File: config.mk
export PLATFORM = sky130hd
export DESIGN_NAME = pcsht_ctrl
export DESIGN_NICKNAME = d
export VERILOG_FILES = /design/src/hw/rtl/pcsht_pkg.sv /design/src/hw/rtl/pcsht_ctrl.sv
export SDC_FILE = /design/constraint.sdc
export NUM_CORES = 1
export LEC_CHECK = 0
export BUFFER_PORTS_ARGS = -buffer_cell sky130_fd_sc_hd__buf_2
export CAP_MARGIN = 30
export CORE_AREA = 8 8 45 47
export CTS_BUF_LIST = sky130_fd_sc_hd__clkbuf_4 sky130_fd_sc_hd__clkbuf_8
export DETAILED_ROUTE_END_ITERATION = 10
export DIE_AREA = 0 0 53 55
export PLACE_DENSITY = 0.55
export SLEW_MARGIN = 20
export SYNTH_ARGS = -nofsm -noshare
export SYNTH_HDL_FRONTEND = slang
export SYNTH_SLANG_ARGS = --single-unit
File: constraint.sdc
create_clock -name clock -period 1.6 [get_ports clock]
set_clock_uncertainty 0.05 [all_clocks]
set_input_delay 0.16 -clock clock [delete_from_list [all_inputs] [get_ports clock]]
set_output_delay 0.16 -clock clock [all_outputs]
set_load 0.005 [all_outputs]
File: src/hw/rtl/pcsht_pkg.sv
// Package for the sampled program counter hit table.
// Holds the table geometry, the controller/datapath structs and the hot test.
// Depends on nothing.
`default_nettype none

package pcsht_pkg;

   localparam int TableDepth  = 64;
   localparam int IdxWidth    = $clog2(TableDepth);
   localparam int CntWidth    = $clog2(TableDepth + 1);
   localparam logic [31:0] LimitReset = 32'd100000;

   localparam logic KindSample = 1'b0;
   localparam logic KindReport = 1'b1;
   localparam logic OpSample   = 1'b0;
   localparam logic OpReport   = 1'b1;

   typedef struct packed {
      logic sample_go;
      logic scan_start;
      logic scan_step;
      logic hot_clear;
      logic hot_acc;
      logic sel_acc;
      logic sel_first;
      logic emit_drop;
      logic emit_hit;
      logic emit_new;
      logic emit_full;
      logic emit_empty;
      logic emit_report;
   } cmd_type;

   typedef struct packed {
      logic drop;
      logic empty;
      logic full;
      logic scan_done;
      logic match;
      logic last_emit;
   } sts_type;

   // hits * 100 > samples, with the product built from shifts.
   function automatic logic is_hot(input logic [31:0] hits, input logic [31:0] samples);
      logic [38:0] prod;
      prod = {1'b0, hits, 6'b0} + {2'b0, hits, 5'b0} + {5'b0, hits, 2'b0};
      return prod > {7'b0, samples};
   endfunction

endpackage

`default_nettype wire

File: src/hw/rtl/pcsht_ctrl.sv
// Controller state machine for the hit table.
// Depends on pcsht_pkg for the command and status structs.
`default_nettype none

module pcsht_ctrl (
   input  wire logic              clock,
   input  wire logic              reset,
   input  wire logic              start,
   input  wire logic              req_opcode,
   input  wire pcsht_pkg::sts_type sts,
   output pcsht_pkg::cmd_type     cmd,
   output logic                   busy
);
   import pcsht_pkg::*;

   localparam logic [1:0] StIdle  = 2'd0;
   localparam logic [1:0] StSScan = 2'd1;
   localparam logic [1:0] StRHot  = 2'd2;
   localparam logic [1:0] StRSel  = 2'd3;

   logic [1:0] state_ff, state_in;

   assign busy = (state_ff != StIdle);

   always_comb begin
      cmd      = '0;
      state_in = state_ff;
      case (state_ff)
         StIdle: begin
            if (start) begin
               if (req_opcode == OpSample) begin
                  if (sts.drop) begin
                     cmd.emit_drop = 1'b1;
                  end else begin
                     cmd.sample_go  = 1'b1;
                     cmd.scan_start = 1'b1;
                     state_in       = StSScan;
                  end
               end else begin
                  if (sts.empty) begin
                     cmd.emit_empty = 1'b1;
                  end else begin
                     cmd.scan_start = 1'b1;
                     cmd.hot_clear  = 1'b1;
                     state_in       = StRHot;
                  end
               end
            end
         end
         StSScan: begin
            if (sts.match) begin
               cmd.emit_hit = 1'b1;
               state_in     = StIdle;
            end else if (sts.scan_done) begin
               if (sts.full) begin
                  cmd.emit_full = 1'b1;
               end else begin
                  cmd.emit_new = 1'b1;
               end
               state_in = StIdle;
            end else begin
               cmd.scan_step = 1'b1;
            end
         end
         StRHot: begin
            cmd.hot_acc = 1'b1;
            if (sts.scan_done) begin
               cmd.scan_start = 1'b1;
               cmd.sel_first  = 1'b1;
               state_in       = StRSel;
            end else begin
               cmd.scan_step = 1'b1;
            end
         end
         StRSel: begin
            cmd.sel_acc = 1'b1;
            if (sts.scan_done) begin
               cmd.emit_report = 1'b1;
               if (sts.last_emit) begin
                  state_in = StIdle;
               end else begin
                  cmd.scan_start = 1'b1;
               end
            end else begin
               cmd.scan_step = 1'b1;
            end
         end
         default: begin
            state_in = StIdle;
         end
      endcase
   end

   always_ff @(posedge clock) begin
      if (reset) begin
         state_ff <= StIdle;
      end else begin
         state_ff <= state_in;
      end
   end

endmodule

`default_nettype wire

==> summary.md <==
| Metric | Value |
|---|---|
| Postcts setup bufs | 0 |
| EDFF count, synth | 0 |
| DR pass1 iterations | 4 |
| Worst-case reg-to-reg path depth | 4 |
| Top_reg_cell synth | dfxtp_1 |
| Placer Congestion | ~0.83 |
| 1st-iter DRT viols | 1 |
| Worst Path Max Fanout | 7 |
| Crit Path Class | flop to flop |
| Worst EP required | roughly 1.7 ns |
| Flip-flop count of the largest register after layout | 2 |
| Clock-pin slew on the worst setup and hold paths | roughly 0.030 ns |
| CTS tree | done |
| Hold path start | reset |
| First-pass GRT wire length | between 1500 and 2000 um |
| Crit. End Element | flop |
| Die height | 55 um |
| RSZ-0062 raised after global routing | false |
| Worst Hold Depth | 2 |
| WP data arrival | about 1.6 ns |
| Clock buffer count from CTS | 3 |
| Slew HR | between 80% and 90% |
| Post-synthesis cell type count | 18 |
| Layout area overhead | 60.6% |
| Tightest Pin Transition | approximately 0.24 ns |
| Vias/cell | 4.54 |
| Crit path largest cell delay | 0.52 ns |
| Clk_lat worst skew | 0.22 ns |
| Share of cells above drive strength 1 | around 45% |
| #FFs+latches synth | 2 |
| Mean routed wirelength per cell | between 10 and 15 um |
| Worst reg2reg path startpoint | state_ff[1] |
| Worst vdd ir | about 200 uV |
| Area of the core | ~1400 um2 |
| Final Cell Area | roughly 410 um2 |
| Asr flop ratio synth | 0% |
| Total detailed-routing wirelength | 949 um |
| Final Critical Period | roughly 1.5 ns |
| Worst Hold Class | primary input to flop |
| Largest registers | state_ff x2 |
| TNS Setup | 0 ns |
| Synth Instances | 40 |
| Final setup viols | 0 |
| Post-placement cell area | around 390 um2 |
| Synthesized area | 254 um2 |
| # port buffers | 23 |
| Total gr overflow | 0 |
| CP max stage cell | or4_1 |
| MaxCap Viol Count | 0 |
| Ant. Diodes | 0 |
| IO Pins | 24 |
| Detail Route Antenna Nets | 0 |
| Number of H-tree levels | 1 |
| Tot GR Track Use | ~7.4% |
| Power density over the cells | 660 nW/um2 |
| Final Hold Viols | 0 |
| Crit. Startpoint | state_ff[1] |
| DRC errors left | 0 |
| Ys Warns | 0 |
| Register area share after synthesis | between 10% and 20% |
| Largest net degree at the start of global routing | 8 |
| Via Count | about 370 |
| Chip Width | roughly 53 um |
| Largest Register | state_ff |
| Max Root-Sink Buffers | 2 |
| Site row count | 14 |
| Fmax | 680 MHz |
| Nets@finish | 78 |
| Critical Path Source Type | flop |
| Slew Viols, Final | 0 |
| Clock sink count | 2 |
| Die area | 2920 um2 |
| Root Driver | clkbuf_4 |
| Starting Density | between 15 and 20% |
| Hpwl dp | 809 um |
| Vias in the first global route | a little over 400 |
| Synth Net Count | 50 |
| Status | finished, final reports clean |
| Final Cycle Share | 91.9% |
| Initial antenna violation count | 0 |
| Pleak | around 0.22 nW |
| Hold buffer count at CTS | 0 |
| Mean area per synthesized cell | about 6.3 um2 |
| Crit-path cells | or2_4 > o22ai_4 > or4_1 > a21oi_1 |
==> timing repair <==
| item | CTS | global route |
|---|---|---|
| gates resized for setup | 0 | 2 |
| endpoints found under the setup margin | 0 | 4 |
| endpoints found under the hold margin | 0 | 0 |
==> critical path, delay by kind of cell (launching register included) <==
kind,cells,cell delay [ns]
simple gates,2,0.71
flops,1,0.44
compound gates,2,0.20
==> final cells by class <==
class	count	area (um2)
fillers	165	976
multi-input cells	32	184
repair buffers	24	123
flip-flops and latches	2	40.0
clock buffers	3	22.5
well taps	16	20.0
inverters	5	18.8
==> Yosys cell counts, types with 2 or more instances <==
cell type / n / area share (%)
a21oi_1: 3 / 5.9
o21ai_0: 3 / 5.9
nor2_1: 7 / 10
nor3_1: 3 / 5.9
nand3_1: 2 / 3.9
dfxtp_1: 2 / 16
nand2b_1: 2 / 4.9
nor4_1: 2 / 4.9
nand2_1: 3 / 4.4
inv_1: 5 / 7.4
==> path summary, 6_finish.rpt <==
check | endpoint | slack [ns]
hold / removal | state_ff[0] | 0.08
setup / recovery | state_ff[0] | 0.13
hold reg to reg | state_ff[1] | 0.58
setup reg to reg | state_ff[0] | 0.13
==> per-stage QoR <==
| step | power [mW] | util [%] | instances | hold slack (ns) | setup WS [ns] |
|---|---|---|---|---|---|
| 6_report | 0.269 | 29.5 | 82 | 0.0771 | 0.130 |
| 5_1_grt | 0.304 | 29.5 | 82 | 0.0682 | 0.0161 |
| 4_1_cts | 0.275 | 29.5 | 82 | 0.0621 | 0.0684 |
| 3_5_place_dp | 0.163 | 27.8 | 79 | 0.294 | 0.172 |
| 3_3_place_gp | 0.162 | 27.8 | 79 | 0.292 | 0.192 |
| 2_1_floorplan | 0.119 | - | 40 | 0.179 | 0.229 |
==> placed cells by master (no fill, tap or decap), types with 3 or more instances in the layout <==
master / instances
buf_2: 23
nor2_1: 7
inv_1: 4
nand2_1: 3
nor3_1: 3
a21oi_1: 3
clkbuf_4: 3
==> layer usage <==
| layer | track usage (%) | share of wire, % |
|---|---|---|
| met5 | 0 | 0 |
| met4 | 5.17 | 0 |
| met3 | 1.87 | 7.1 |
| met2 | 13.1 | 50 |
| met1 | 7.42 | 42 |
==> power breakdown <==
| group | total [mW] | internal, mW | switching [mW] | leakage, nW |
|---|---|---|---|---|
| combinational | 0.100 | 0.0480 | 0.0525 | 0.189 |
| sequential | 0.0625 | 0.0547 | 0.00781 | 0.0164 |
| clock | 0.106 | 0.0824 | 0.0241 | 0.0138 |
| total | 0.269 | 0.185 | 0.0844 | 0.220 |
==> cells by family (layout without fill, tap and decap cells) <==
logic type / Yosys count / in the layout / synth area share [%]
buf+inv: 6 / 32 / 11.8
flops: 2 / 2 / 15.8
simple gates: 24 / 24 / 49.8
compound gates: 8 / 8 / 22.7
Power figures use the tool's default switching activity.
